$ cat config.mk
export PLATFORM = sky130hd
export DESIGN_NAME = sntp_rc_front_flat
export DESIGN_NICKNAME = d
export VERILOG_FILES = /design/src/hw/rtl/sntp_rc_pkg.sv /design/src/hw/rtl/sntp_rc_if.sv /design/src/hw/rtl/sntp_rc_front.sv /design/src/flat_wrapper.sv
export SDC_FILE = /design/constraint.sdc
export NUM_CORES = 1
export LEC_CHECK = 0
export ABC_CLOCK_PERIOD_IN_PS = 7600
export CORE_MARGIN = 2
export CORE_UTILIZATION = 55
export DETAILED_ROUTE_END_ITERATION = 6
export DONT_BUFFER_PORTS = 1
export MAX_ROUTING_LAYER = met4
export PLACE_DENSITY_LB_ADDON = 0.05
export SLEW_MARGIN = 20
export SYNTH_ARGS = -nofsm -noshare
export SYNTH_HDL_FRONTEND = slang
export SYNTH_SLANG_ARGS = --single-unit
$ cat constraint.sdc
create_clock -name i_clk -period 7.6 [get_ports i_clk]
set_clock_uncertainty 0.2 [all_clocks]
set_input_delay 1.14 -clock i_clk [delete_from_list [all_inputs] [get_ports i_clk]]
set_output_delay 1.14 -clock i_clk [all_outputs]
set_load 0.02 [all_outputs]
$ cat src/hw/rtl/sntp_rc_pkg.sv
// ----------------------------------------------------------------------------
// SNTP response checker package
// Types, verdict codes and fixed constants shared by the checker modules.
// ----------------------------------------------------------------------------
package sntp_rc_pkg;

    localparam int unsigned WORD_W    = 32;
    localparam int unsigned CFG_IDX_W = 2;
    localparam int unsigned IDX_W     = 4;
    localparam int unsigned JOB_DEPTH = 2;

    localparam logic [IDX_W-1:0] IDX_HEADER    = 4'd0;
    localparam logic [IDX_W-1:0] IDX_ORIG_SEC  = 4'd6;
    localparam logic [IDX_W-1:0] IDX_ORIG_FRAC = 4'd7;
    localparam logic [IDX_W-1:0] IDX_TX_SEC    = 4'd10;
    localparam logic [IDX_W-1:0] IDX_TX_FRAC   = 4'd11;
    localparam logic [IDX_W-1:0] FULL_WORDS    = 4'd12;

    localparam logic [WORD_W-1:0] NTP_TO_UNIX     = 32'd2208988800;
    localparam logic [WORD_W-1:0] MIN_UTC_DEFAULT = 32'd1704067200;
    localparam logic [WORD_W-1:0] MAX_UTC_DEFAULT = 32'd4102444800;

    localparam logic [2:0] VERSION_3    = 3'd3;
    localparam logic [2:0] VERSION_4    = 3'd4;
    localparam logic [2:0] MODE_SERVER  = 3'd4;
    localparam logic [1:0] LEAP_ALARM   = 2'd3;
    localparam logic [7:0] STRATUM_MAX  = 8'd15;
    localparam logic [7:0] STRATUM_KOD  = 8'd0;

    // Register indexes of the configuration port.
    localparam logic [CFG_IDX_W-1:0] REG_ORIG_SEC  = 2'd0;
    localparam logic [CFG_IDX_W-1:0] REG_ORIG_FRAC = 2'd1;
    localparam logic [CFG_IDX_W-1:0] REG_MIN_UTC   = 2'd2;
    localparam logic [CFG_IDX_W-1:0] REG_MAX_UTC   = 2'd3;

    // Verdict codes on the result channel.
    localparam logic [1:0] VERDICT_IGNORED  = 2'd0;
    localparam logic [1:0] VERDICT_DENIED   = 2'd1;
    localparam logic [1:0] VERDICT_ACCEPTED = 2'd2;

    // Classification handed from the front end to the back end.
    localparam logic [1:0] KIND_IGNORE = 2'd0;
    localparam logic [1:0] KIND_DENY   = 2'd1;
    localparam logic [1:0] KIND_WINDOW = 2'd2;

    typedef struct packed {
        logic [WORD_W-1:0] orig_seconds;
        logic [WORD_W-1:0] orig_fraction;
        logic [WORD_W-1:0] min_utc;
        logic [WORD_W-1:0] max_utc;
    } t_cfg;

    typedef struct packed {
        logic [1:0]        kind;
        logic [WORD_W-1:0] tx_seconds;
    } t_job;

endpackage

$ cat src/hw/rtl/sntp_rc_if.sv
// ----------------------------------------------------------------------------
// SNTP response checker channels
// Valid/ready channels for datagram words and for verdicts.
// ----------------------------------------------------------------------------
interface sntp_rc_in_if;
    logic        valid;
    logic        ready;
    logic [31:0] word;
    logic        last;

    modport source (output valid, output word, output last, input ready);
    modport sink (input valid, input word, input last, output ready);
endinterface


$ cat src/hw/rtl/sntp_rc_front.sv
// ----------------------------------------------------------------------------
// SNTP response checker front end
// Takes datagram words, captures the fields of interest and classifies the
// reply on its last word.
// ----------------------------------------------------------------------------
module sntp_rc_front (
    input  logic               i_clk,
    input  logic               i_rst_n,
    sntp_rc_in_if.sink         i_in,
    input  sntp_rc_pkg::t_cfg  i_cfg,
    input  logic               i_job_full,
    output logic               o_job_push,
    output sntp_rc_pkg::t_job  o_job
);
    logic [sntp_rc_pkg::IDX_W-1:0]  r_idx;
    logic [sntp_rc_pkg::IDX_W-1:0]  n_idx;
    logic                           r_match;
    logic                           n_match;
    logic [sntp_rc_pkg::WORD_W-1:0] r_header;
    logic [sntp_rc_pkg::WORD_W-1:0] r_tx_sec;
    logic [sntp_rc_pkg::WORD_W-1:0] r_tx_frac;
    logic [sntp_rc_pkg::WORD_W-1:0] tx_frac_eff;
    logic                           beat;
    logic [2:0]                     version;
    logic [2:0]                     mode;
    logic [7:0]                     stratum;
    logic [1:0]                     leap;

    assign i_in.ready = !i_job_full;
    assign beat       = i_in.valid && !i_job_full;
    assign o_job_push = beat && i_in.last;

    assign leap    = r_header[31:30];
    assign version = r_header[29:27];
    assign mode    = r_header[26:24];
    assign stratum = r_header[23:16];

    always_comb begin
        n_idx   = r_idx;
        n_match = r_match;
        if (beat) begin
            if (i_in.last) begin
                n_idx   = '0;
                n_match = 1'b1;
            end else begin
                if (r_idx < sntp_rc_pkg::FULL_WORDS) begin
                    n_idx = r_idx + 1'b1;
                end
                if ((r_idx == sntp_rc_pkg::IDX_ORIG_SEC
                        && i_in.word != i_cfg.orig_seconds)
                    || (r_idx == sntp_rc_pkg::IDX_ORIG_FRAC
                        && i_in.word != i_cfg.orig_fraction)) begin
                    n_match = 1'b0;
                end
            end
        end
    end

    // The reply is full only if the last beat arrives at word eleven or later,
    // so the header, the originate check and the transmit seconds are already
    // stored; only the transmit fraction may come with this beat.
    assign tx_frac_eff = (r_idx == sntp_rc_pkg::IDX_TX_FRAC) ? i_in.word : r_tx_frac;

    always_comb begin
        o_job.tx_seconds = r_tx_sec;
        if (r_idx < sntp_rc_pkg::IDX_TX_FRAC) begin
            o_job.kind = sntp_rc_pkg::KIND_IGNORE;
        end else if ((version != sntp_rc_pkg::VERSION_3 && version != sntp_rc_pkg::VERSION_4)
                     || mode != sntp_rc_pkg::MODE_SERVER || !r_match) begin
            o_job.kind = sntp_rc_pkg::KIND_IGNORE;
        end else if (stratum == sntp_rc_pkg::STRATUM_KOD) begin
            o_job.kind = sntp_rc_pkg::KIND_DENY;
        end else if (leap == sntp_rc_pkg::LEAP_ALARM || stratum > sntp_rc_pkg::STRATUM_MAX
                     || (r_tx_sec == '0 && tx_frac_eff == '0)) begin
            o_job.kind = sntp_rc_pkg::KIND_IGNORE;
        end else begin
            o_job.kind = sntp_rc_pkg::KIND_WINDOW;
        end
    end

    always_ff @(posedge i_clk) begin
        if (!i_rst_n) begin
            r_idx   <= '0;
            r_match <= 1'b1;
        end else begin
            r_idx   <= n_idx;
            r_match <= n_match;
        end
    end

    always_ff @(posedge i_clk) begin
        if (beat) begin
            if (r_idx == sntp_rc_pkg::IDX_HEADER) begin
                r_header <= i_in.word;
            end
            if (r_idx == sntp_rc_pkg::IDX_TX_SEC) begin
                r_tx_sec <= i_in.word;
            end
            if (r_idx == sntp_rc_pkg::IDX_TX_FRAC) begin
                r_tx_frac <= i_in.word;
            end
        end
    end
endmodule

$ cat src/flat_wrapper.sv
// flat-port wrapper written by rule: the top's interface ports become plain ports
module sntp_rc_front_flat 
  (i_clk, i_rst_n, i_cfg, i_job_full, o_job_push, o_job, i_in_valid, i_in_word, i_in_last, i_in_ready);
  sntp_rc_in_if i_in_i ();
  input  logic i_clk;
  input  logic i_rst_n;
  input  sntp_rc_pkg::t_cfg i_cfg;
  input  logic i_job_full;
  output logic o_job_push;
  output sntp_rc_pkg::t_job o_job;
  input wire logic [$bits(i_in_i.valid)-1:0] i_in_valid;
  input wire logic [$bits(i_in_i.word)-1:0] i_in_word;
  input wire logic [$bits(i_in_i.last)-1:0] i_in_last;
  output wire logic [$bits(i_in_i.ready)-1:0] i_in_ready;
  assign i_in_i.valid = i_in_valid;
  assign i_in_i.word = i_in_word;
  assign i_in_i.last = i_in_last;
  assign i_in_ready = i_in_i.ready;
  sntp_rc_front u_core (.i_clk(i_clk), .i_rst_n(i_rst_n), .i_in(i_in_i), .i_cfg(i_cfg), .i_job_full(i_job_full), .o_job_push(o_job_push), .o_job(o_job));
endmodule
Word-level counts from Yosys, hierarchy flattened --
Cells that the tools add are included.
Storage, ports and cells: flip-flop bits (word level) 101, input port bits 165, output and inout port bits 36, word-level logic and storage cells 51
Operators by class: add/subtract/negate cells 1, magnitude comparators 3, equal/unequal tests 10, multiplexer cells 9, reductions and logical operators 23
Operators by type and width (count):
- 32-bit logical NOT | 2
- 32-bit != test | 2
- 32-bit two-way mux | 1
- 4-bit by 3-bit equality test with 1-bit output, second input constant | 2
- 4-bit equality test, second input constant | 2
- 8-bit by 4-bit > comparator with 1-bit output, second input constant | 1
- 8-bit logical NOT | 1
- 4-bit < comparator, second input constant | 2
- 2-bit two-way mux | 4
- 4-bit two-way mux | 2
- 2-bit AND reduction | 4
- 1-bit logical AND | 6
- 3-bit != test, second input constant | 2
- 1-bit logical OR | 5
- 4-bit by 1-bit adder with 4-bit output, second input constant | 1
- 4-bit logical NOT | 1
- 2-bit nonzero test | 2
- 3-bit by 2-bit != test with 1-bit output, second input constant | 1
- 2-bit equality test, second input constant | 1
- 1-bit logical NOT | 2
- 1-bit two-way mux | 2

Longest topological paths before layout --
Gate-level depths: netlist of run 1.
depth after elaboration 9, depth in mapped cells 7, gate-level depth less buffers 6

Worst setup path before layout of run 1 --
No wires, ideal clock.
path type input to register, start point input port i_job_full, end point register u_core.r_tx_sec[0] (netlist bit), enable pin, library setup time 0.461 ns, arrival time 3.591 ns, data required time 6.939 ns, path slack 3.348 ns, stages 2, buffers on the path 0, path through nand2b_1 nor3_1
On the way: word-level cells in the longest chain between the ends 3
Ends and longest elaborated chain:
- start: declaration | RTL line flat_wrapper.sv:8 | input logic i_job_full;
- 1-bit logical NOT | RTL line sntp_rc_front.sv:30 | assign beat = i_in.valid && !i_job_full;
- 1-bit logical AND | RTL line sntp_rc_front.sv:30
- 2-bit AND reduction (no line)
- end signal: assignment | RTL line sntp_rc_front.sv:97 | r_tx_sec <= i_in.word;
- end: declaration | RTL line sntp_rc_front.sv:20 | logic [sntp_rc_pkg::WORD_W-1:0] r_tx_sec;
Every way passes these cells. A chain may end at the register's enable or synchronous reset.

==> metrics.md, run 1 <==
| Metric | Value |
|---|---|
| Outcome | `completed` |
| Ys flop type | `edfxtp_1` |
| I/O Pins | `201` |
| Clk root buf | `clkbuf_8` |
| Inserted Clock Buffers | `9` |
| Maximum VDD drop | `0.0000916 V` |
| # clock sinks | `85` |
| Worst-Margin Slew | `1.06 ns` |
| Hold Slack | `0.330 ns` |
| Vias in the first global route | `2625` |
| Syn_nets | `460` |
| Switching Share | `0.211` |
| Most frequent cells in the layout | `80 x edfxtp_1, 64 x xnor2_1, 31 x mux2_2` |
| Core box area | `0.00725 sq mm` |
| Sw Pwr | `189 uW` |
| Postcts setup bufs | `0` |
| Lkg Pwr | `0.00136 uW` |
| CP arrival | `2.62 ns` |
| First-pass GRT wire length | `15500 um` |
| Worst Path Required | `6.26 ns` |
| Routability cong. | `0.893` |
| Pre-antenna DRT Iters | `4` |
| Area of placed instances | `0.00424 sq mm` |
| Via count | `2579` |
| RSZ-0062 raised after global routing | `false` |
| Die height | `90.5 um` |
| Slew margin rel. | `0.289` |
| DRC viols | `0` |
| I/O Buffers | `0` |
| Tcrit/Tclk final | `0.521` |
| Total gr overflow | `0` |
| Crit-path max FO | `38` |
| Largest net degree at the start of global routing | `39` |
| DRT Wirelength | `10400 um` |
| Design Area, Final | `0.00443 sq mm` |
| Post-synthesis cell count | `292` |
| CTS Hold Bufs | `0` |
| Cell Area, Synth | `0.00412 sq mm` |
| Reg clk slew, reported paths | `0.09 ns` |
| Sequential-to-total area share from yosys stat | `0.608` |
| Clock power frac | `0.348` |
| Ratio of cells with drive above 1 in the final layout | `0.176` |
| HP Class | `flip-flop to flip-flop` |
| Max Buffers Root-to-Sink | `2` |
| Avg Inst Size Synth | `14.1 sq um` |
| Area Growth Syn to Fin | `7.66%` |
| CTS tree | `done` |
| Comb power frac | `0.063` |
| Initial antenna violation count | `0` |
| Pwr Total | `897 uW` |
| Pins Over Slew Limit | `0` |
| Final hold vios | `0` |
| Synth top area share | `0.584` |
| Nets | `469` |
| Crit start category | `flip-flop` |
| FFs w/ async S/R, synth | `0` |
| DP HPWL | `7860 um` |
| DIE AREA | `0.00819 sq mm` |
| Max_cap viols | `0` |
| Synth Warn # | `0` |
| Clk_lat worst skew | `0.35 ns` |
| DRT iter0 DRCs | `172` |
| EDFF count, synth | `80` |
| Commonest non-fill, non-tap cell in the layout | `edfxtp_1` |
| CP endpoint kind | `output pin` |
| Most area-consuming cells after synthesis | `edfxtp_1 58%, xnor2_1 14%, mux2_2 8.5%` |
| Number of diodes | `0` |
| Fillers | `589` |
| Routed WL per cell | `25.7 um` |
| Util after Layout | `0.611` |
| Synth Register Bits | `85` |
| Vias/cell | `6.37` |
| Placement Rows | `31` |
| H-tree depth | `3` |
| CTS resizes | `0` |
| PD cells | `202 mW/mm^2` |
| Max Clk Rate | `253 MHz` |
| Dominant cell type by area after synthesis | `edfxtp_1` |
| Setup violations, final | `0` |
| Sequential cell fraction of total power | `0.588` |
| CP Class | `flip-flop to output pin` |
| Aggregate global-route resource usage | `0.267` |
| Initial Util | `0.568` |
| Final min period | `3.96 ns` |
| Chip Width | `90.5 um` |
| Setup TNS | `0 ns` |
| Pint | `708 uW` |
| DRT antenna net count | `0` |
| Post-synthesis cell type count | `36` |
worst max-delay path, stage by stage, from the launching register on:
cell and delay, ns:
dfxtp_1 0.43, ha_1 0.33, nand3b_4 0.46, o41ai_1 0.58
nand4_1 0.16, o21a_1 0.30
power groups by stage:
stage | logic [uW] | clock network (uW) | registers, uW
2_1_floorplan | 46.9 | 0 | 537
3_3_place_gp | 56.1 | 0 | 538
3_5_place_dp | 57.0 | 0 | 538
4_1_cts | 57.4 | 315 | 528
5_1_grt | 63.0 | 334 | 529
6_report | 56.9 | 312 | 528
routing by layer:
layer	global-route usage	wire length (um)	vias to the layer above
li1	-	-	1148
met1	0.372	4310	1272
met2	0.384	4790	142
met3	0.0710	1110	17
met4	0.0897	208	0
met5	-	0	-
cells in the mapped netlist, types with 2 or more instances:
library cell  count
nand2_1           9
inv_1             4
buf_2             3
xnor2_1          64
nand2b_1          2
a21oi_1           5
mux2_2           31
nor3_1            6
dfxtp_1           5
ha_1              3
nand4_1          21
nor2_1            7
nor2b_1           2
edfxtp_1         80
nor4_1           25
and3b_1           2
nor4b_1           2
o21ai_0           3
area by class of cell:
| cell class | count | area (sq um) | area share |
|---|---|---|---|
| Clock buffer | 10 | 128 | 0.0288 |
| Clock inverter | 6 | 63.8 | 0.0144 |
| Inverter | 4 | 15.0 | 0.00339 |
| Multi-Input combinational cell | 198 | 1580 | 0.356 |
| Sequential cell | 85 | 2500 | 0.565 |
| Tap cell | 99 | 124 | 0.0280 |
| Timing Repair Buffer | 3 | 22.5 | 0.00508 |
registers in the layout, indices dropped and copies added, names as in the netlist:
signal,flops
u_core.r_header,16
u_core.r_match,1
u_core.r_tx_sec,32
u_core.r_idx,4
u_core.r_tx_frac,32
final timing paths:
path	start	end	slack, ns	cells after the start
setup / recovery	u_core.r_idx[1]$_SDFFE_PN0P_	o_job[33]	3.64	5
hold / removal	u_core.r_match$_SDFFE_PN1P_	u_core.r_match$_SDFFE_PN1P_	0.33	2
setup reg to reg	u_core.r_idx[1]$_SDFFE_PN0P_	u_core.r_tx_sec[28]$_DFFE_PP_	5.09	4
hold reg to reg	u_core.r_match$_SDFFE_PN1P_	u_core.r_match$_SDFFE_PN1P_	0.33	2
metrics by stage:
step                      instances  setup WS (ns)
after floorplan                 292           3.35
after global placement          389           4.08
after detailed placement        389           4.03
after CTS                       405           3.64
after global routing            405           3.54
final                           405           3.64
cell families after synthesis:
| logic type | share of synthesized area |
|---|---|
| and+or+nand+nor | 0.124 |
| DFF | 0.608 |
| xor gates and xnor gates | 0.136 |
| muxes | 0.0884 |
| AOI/OAI and AO/OA | 0.0225 |
| buffers and inverters | 0.0119 |
| adders and majority gates | 0.00912 |
Power figures use the tool's default switching activity.
==> inputs of run 2 (changes only) <==
--- a/config.mk
+++ b/config.mk
@@ -5,7 +5,7 @@
 export SDC_FILE = /design/constraint.sdc
 export NUM_CORES = 1
 export LEC_CHECK = 0
-export ABC_CLOCK_PERIOD_IN_PS = 7600
+export ABC_CLOCK_PERIOD_IN_PS = 3600
 export CORE_MARGIN = 2
 export CORE_UTILIZATION = 55
 export DETAILED_ROUTE_END_ITERATION = 6
==> constraint.sdc (replaced) <==
create_clock -name i_clk -period 3.6 [get_ports i_clk]
set_clock_uncertainty 0.2 [all_clocks]
set_input_delay 0.54 -clock i_clk [delete_from_list [all_inputs] [get_ports i_clk]]
set_output_delay 0.54 -clock i_clk [all_outputs]
set_load 0.02 [all_outputs]
==> run 2 against run 1 <==
Net effect: sequential power up 110%; largest power group unchanged; critical endpoint unchanged; hold slack got worse by 0.25 ns; global-route usage rose by 0.60 points; largest cell class unchanged.
==> metrics.md, run 2 (synthesized netlist as in run 1, its figures left out) <==
| Metric | Value |
|---|---|
| Clk root buf | `clkbuf_8` |
| Crit start category | `flip-flop` |
| Multi-input gate area | `0.00158 sq mm (+0.40%)` |
| Placement Rows | `31 (unchanged)` |
| DRT antenna net count | `0 (unchanged)` |
| Hold Slack | `0.0772 ns (-0.253 ns)` |
| Crit-path cells | `ha_1 > nand3b_4 > buf_4 > nor3_1 > a21oi_1 > o21a_1` |
| DIE AREA | `0.00819 sq mm (unchanged)` |
| CP endpoint kind | `output pin` |
| Pre-antenna DRT Iters | `5 (+1)` |
| Max_cap viols | `0 (unchanged)` |
| Postcts setup bufs | `0 (unchanged)` |
| Largest net degree at the start of global routing | `37 (-5.1%)` |
| Nets | `470 (+0.21%)` |
| CP Class | `flip-flop to output pin` |
| I/O Pins | `201 (unchanged)` |
| Reg clk slew, reported paths | `0.10 ns (about the same)` |
| DRT Wirelength | `10500 um (+0.92%)` |
| DP HPWL | `7910 um (+0.64%)` |
| Most frequent cells in the layout | `80 x edfxtp_1, 64 x xnor2_1, 31 x mux2_2` |
| # clock sinks | `85 (unchanged)` |
| PD cells | `439 mW/mm^2 (+120%)` |
| Pins Over Slew Limit | `0 (unchanged)` |
| Lkg Pwr | `0.00139 uW (+1.7%)` |
| DRT iter0 DRCs | `220 (+28%)` |
| Commonest non-fill, non-tap cell in the layout | `edfxtp_1` |
| Fillers | `597 (+1.4%)` |
| Switching Share | `0.204 (-0.00651)` |
| Inserted Clock Buffers | `9 (unchanged)` |
| RSZ-0062 raised after global routing | `false` |
| Vias/cell | `6.51 (+2.3%)` |
| Aggregate global-route resource usage | `0.273 (+0.00597)` |
| Top flop regs | `u_core.r_tx_frac: 32 flops, u_core.r_tx_sec: 32 flops, u_core.r_header: 16 flops` |
| CTS resizes | `0 (unchanged)` |
| CTS tree | `done` |
| Pwr Total | `1960 uW (+120%)` |
| CTS Hold Bufs | `0 (unchanged)` |
| Chip Width | `90.5 um (unchanged)` |
| Tcrit/Tclk final | `0.845` |
| Sw Pwr | `401 uW (+110%)` |
| HP Class | `input port to flip-flop` |
| Worst Path Required | `2.86 ns (-3.40 ns)` |
| Register area | `0.00250 sq mm (unchanged)` |
| Ratio of cells with drive above 1 in the final layout | `0.180 (+0.00327)` |
| Number of diodes | `0 (unchanged)` |
| Max Clk Rate | `329 MHz` |
| Setup TNS | `0 ns (unchanged)` |
| Initial antenna violation count | `0 (unchanged)` |
| Final min period | `3.04 ns` |
| Routed WL per cell | `26.0 um (+0.92%)` |
| Vias in the first global route | `2663 (+1.4%)` |
| Routability cong. | `0.808 (-9.5%)` |
| Initial Util | `0.568 (unchanged)` |
| Area Growth Syn to Fin | `8.78%` |
| DRC viols | `0 (unchanged)` |
| Core box area | `0.00725 sq mm (unchanged)` |
| Slowest stage delay, CP | `0.43 ns (-0.15 ns)` |
| First-pass GRT wire length | `15800 um (+2.1%)` |
| Setup WS pre-CTS | `0.951 ns (-3.08 ns)` |
| Setup violations, final | `0 (unchanged)` |
| Die height | `90.5 um (unchanged)` |
| Total gr overflow | `0 (unchanged)` |
| Comb power frac | `0.061 (-0.002)` |
| Max Buffers Root-to-Sink | `2 (unchanged)` |
| Clk_lat worst skew | `0.35 ns (about the same)` |
| H-tree depth | `3 (unchanged)` |
| CP max-delay cell | `dfxtp_1` |
| Clock power frac | `0.372 (+0.024)` |
| Pint | `1560 uW (+120%)` |
| Via count | `2638 (+2.3%)` |
| I/O Buffers | `0 (unchanged)` |
| Crit-path max FO | `23 (-39%)` |
| Slew margin rel. | `0.477 (+0.188)` |
| Sequential cell fraction of total power | `0.567 (-0.021)` |
| Worst-Margin Slew | `0.782 ns (-0.278 ns)` |
| CP arrival | `2.30 ns (-0.32 ns)` |
| Final hold vios | `0 (unchanged)` |
| Outcome | `completed` |
| Maximum VDD drop | `0.000270 V (+190%)` |
| Setup WS post-layout | `0.559 ns (-3.08 ns)` |
==> run 2: layer usage <==
| metal | wire length [um] | track usage | vias up |
|---|---|---|---|
| met5 | 0 | - | - |
| met4 | 272 | 0.0949 | 0 |
| met3 | 976 | 0.0501 | 22 |
| met2 | 4930 | 0.416 | 172 |
| met1 | 4340 | 0.372 | 1297 |
| li1 | - | - | 1147 |
==> run 2: final cells by class <==
cell class	instances	share of cell area
clock inverters	6	0.0196
well taps	99	0.0277
repair buffers	4	0.00950
multi-input cells	198	0.353
clock buffers	9	0.0277
flip-flops and latches	85	0.559
inverters	4	0.00335
==> run 2: final timing paths <==
check,slack [ns],start,depth (start not counted),endpoint
max,0.56,u_core.r_idx[1]$_SDFFE_PN0P_,6,o_job[33]
min,0.08,i_in_word[26],0,u_core.r_header[26]$_DFFE_PP_
max reg2reg,1.47,u_core.r_idx[1]$_SDFFE_PN0P_,4,u_core.r_tx_frac[2]$_DFFE_PP_
min reg2reg,0.33,u_core.r_match$_SDFFE_PN1P_,2,u_core.r_match$_SDFFE_PN1P_
==> run 2: critical path: cells and delay by family, from the launching register on <==
kind	cells	cell delay, ns
flops	1	0.43
compound gates	2	0.37
buf+inv	1	0.33
simple gates	2	0.48
fa+ha+maj	1	0.33
==> run 2: power by group through the flow <==
stage / Combinational [uW] / Sequential (uW) / Clock [uW]
2_1_floorplan: 99.1 / 1130 / 0
6_report: 120 / 1110 / 731
3_3_place_gp: 117 / 1140 / 0
4_1_cts: 120 / 1110 / 734
5_1_grt: 133 / 1120 / 781
3_5_place_dp: 119 / 1140 / 0
==> run 2: through the flow <==
step / std cells / utilization / instance area, sq um
global route: 405 / 0.617 / 4480
CTS: 405 / 0.617 / 4480
finish: 405 / 0.617 / 4480
floorplan: 292 / - / 4120
detailed placement: 390 / 0.588 / 4270
global placement: 390 / 0.588 / 4270
==> inputs of run 3 (changes only) <==
--- a/config.mk
+++ b/config.mk
@@ -5,7 +5,7 @@
 export SDC_FILE = /design/constraint.sdc
 export NUM_CORES = 1
 export LEC_CHECK = 0
-export ABC_CLOCK_PERIOD_IN_PS = 3600
+export ABC_CLOCK_PERIOD_IN_PS = 2460
 export CORE_MARGIN = 2
 export CORE_UTILIZATION = 55
 export DETAILED_ROUTE_END_ITERATION = 6
==> constraint.sdc (replaced) <==
create_clock -name i_clk -period 2.46 [get_ports i_clk]
set_clock_uncertainty 0.2 [all_clocks]
set_input_delay 0.369 -clock i_clk [delete_from_list [all_inputs] [get_ports i_clk]]
set_output_delay 0.369 -clock i_clk [all_outputs]
set_load 0.02 [all_outputs]
==> run 3 against run 2 <==
Net effect: combinational power up 97%; hold slack got worse by 0.043 ns; clock power increased by 45%; cell count up 17%; critical path depth up 1; utilization is 9.2 points higher; critical path type unchanged; critical endpoint unchanged; largest cell class unchanged.
==> metrics.md, run 3 (synthesized netlist as in run 1, its figures left out) <==
| Metric | Value |
|---|---|
| Vias/cell | `6.04 (-7.3%)` |
| Slowest stage delay, CP | `0.36 ns (-0.07 ns)` |
| Crit-path cells | `ha_4 > nand3b_4 > buf_4 > nand3_1 > o21ai_0 > nand4_1 > o21a_2` |
| CP arrival | `1.88 ns (-0.42 ns)` |
| Max_cap viols | `0 (unchanged)` |
| Number of diodes | `0 (unchanged)` |
| Worst R2R End | `u_core.r_tx_frac[6]$_DFFE_PP_` |
| Slew margin rel. | `0.678 (+0.201)` |
| Maximum VDD drop | `0.000505 V (+87%)` |
| # clock sinks | `85 (unchanged)` |
| Die height | `90.5 um (unchanged)` |
| Nets | `537 (+14%)` |
| Max Clk Rate | `409 MHz` |
| Reg clk slew, reported paths | `0.09 ns (about the same)` |
| Crit-path max FO | `8 (-65%)` |
| Placement Rows | `31 (unchanged)` |
| Hold Slack | `0.0345 ns (-0.0427 ns)` |
| Hold path start | `i_in_word[20]` |
| Vias in the first global route | `2927 (+9.9%)` |
| Routability cong. | `0.840 (+3.9%)` |
| CTS tree | `done` |
| Largest net degree at the start of global routing | `37 (unchanged)` |
| CP Class | `flip-flop to output pin` |
| Final min period | `2.45 ns` |
| Most frequent cells in the layout | `80 x edfxtp_1, 64 x xnor2_1, 37 x buf_4` |
| Worst-Margin Slew | `0.479 ns (-0.303 ns)` |
| DRT Wirelength | `11300 um (+7.0%)` |
| HP Class | `input port to flip-flop` |
| Clk root buf | `clkbuf_8` |
| Commonest non-fill, non-tap cell in the layout | `edfxtp_1` |
| First-pass GRT wire length | `16800 um (+6.4%)` |
| Routed WL per cell | `23.8 um (-8.4%)` |
| CP max-delay cell | `dfxtp_2` |
| Worst Hold Path EP | `u_core.r_tx_frac[20]$_DFFE_PP_` |
| Initial Util | `0.568 (unchanged)` |
| Via count | `2857 (+8.3%)` |
| DIE AREA | `0.00819 sq mm (unchanged)` |
| Top flop regs | `u_core.r_tx_frac: 32 flops, u_core.r_tx_sec: 32 flops, u_core.r_header: 16 flops` |
| Setup violations, final | `0 (unchanged)` |
| DP HPWL | `8100 um (+2.4%)` |
| Hold Path Depth | `1 (+1)` |
| Area of placed instances | `0.00451 sq mm (+5.8%)` |
| Lkg Pwr | `0.00170 uW (+23%)` |
| Pre-antenna DRT Iters | `4 (-1)` |
| CP endpoint kind | `output pin` |
| Reg-to-reg slack, setup | `0.51 ns (-0.96 ns)` |
| Design Area, Final | `0.00515 sq mm (+15%)` |
| Pins Over Slew Limit | `0 (unchanged)` |
| Reg2reg start | `u_core.r_idx[1]$_SDFFE_PN0P_` |
| Final hold vios | `0 (unchanged)` |
| Util after Layout | `0.710 (+0.0923)` |
| DRT antenna net count | `0 (unchanged)` |
| Inserted Clock Buffers | `9 (unchanged)` |
| Initial antenna violation count | `0 (unchanged)` |
| Ratio of cells with drive above 1 in the final layout | `0.275 (+0.0957)` |
| H-tree depth | `3 (unchanged)` |
| PD cells | `570 mW/mm^2 (+30%)` |
| Reg2Reg Depth | `5 (+1)` |
| DRT iter0 DRCs | `219 (-0.45%)` |
| Core box area | `0.00725 sq mm (unchanged)` |
| Crit start category | `flip-flop` |
| Total gr overflow | `0 (unchanged)` |
| Area Growth Syn to Fin | `25.0%` |
| DRC viols | `0 (unchanged)` |
| RSZ-0062 raised after global routing | `true` |
| Chip Width | `90.5 um (unchanged)` |
| Tcrit/Tclk final | `0.994` |
| Worst Path Required | `1.89 ns (-0.97 ns)` |
| Aggregate global-route resource usage | `0.287 (+0.0136)` |
| I/O Buffers | `0 (unchanged)` |
| Clk_lat worst skew | `0.35 ns (about the same)` |
| I/O Pins | `201 (unchanged)` |
| Outcome | `completed` |
| Max Buffers Root-to-Sink | `2 (unchanged)` |
==> run 3: timing repair <==
item / CTS / global route
hold endpoints to repair: 52 / 0
pin swaps: 1 / 2
setup endpoints to repair: 1 / 2
setup buffers: 1 / 0
gates resized for setup: 13 / 4
hold buffers: 33 / 0
==> run 3: power by group <==
group	leakage (uW)	total, uW	internal (uW)	switching, uW
clock network	0.000108	1060	567	495
logic	0.000816	237	142	95.5
registers	0.000779	1630	1620	16.6
==> run 3: routing by layer <==
layer	up-vias	part of all wire	GRT usage
met5	-	0	-
met4	0	0.022	0.106
met3	17	0.089	0.0643
met2	151	0.47	0.440
met1	1406	0.42	0.377
li1	1283	-	-
==> run 3: final cells by class <==
cell class	count	area (sq um)
clock inverters	7	90.1
flip-flops and latches	85	2510
inverters	4	15.0
clock buffers	9	124
repair buffers	71	628
fillers	520	2110
multi-input cells	198	1660
well taps	99	124
==> run 3: worst max-delay path by stage <==
stage          cells after the start  slack [ns]                          end                          from
3_5_place_dp                       7        0.26                    o_job[33]  u_core.r_idx[1]$_SDFFE_PN0P_
5_1_grt                            6       -0.09                    o_job[33]  u_core.r_tx_sec[2]$_DFFE_PP_
2_1_floorplan                      6        0.16  u_core.r_match$_SDFFE_PN1P_                    i_job_full
4_1_cts                            6       0.001                    o_job[33]  u_core.r_idx[0]$_SDFFE_PN0P_
3_3_place_gp                       5        0.25                    o_job[33]  u_core.r_idx[1]$_SDFFE_PN0P_
6_report                           7        0.01                    o_job[33]  u_core.r_idx[1]$_SDFFE_PN0P_
==> run 3: through the flow <==
| step | setup slack, ns | std cells | TNS, ns | total power, uW |
|---|---|---|---|---|
| floorplan | 0.161 | 292 | 0 | 1810 |
| global placement | 0.248 | 423 | 0 | 1840 |
| detailed placement | 0.258 | 423 | 0 | 1840 |
| CTS | 0.00108 | 473 | 0 | 2940 |
| global route | -0.0886 | 473 | -0.0886 | 3030 |
| finish | 0.0147 | 473 | 0 | 2930 |
==> run 3: worst max-delay path: cells and delay by family (launching register included) <==
| family | cells | cell delay [ns] |
|---|---|---|
| flops | 1 | 0.36 |
| buf+inv | 1 | 0.20 |
| fa+ha+maj | 1 | 0.17 |
| compound gates | 2 | 0.43 |
| simple gates | 3 | 0.36 |
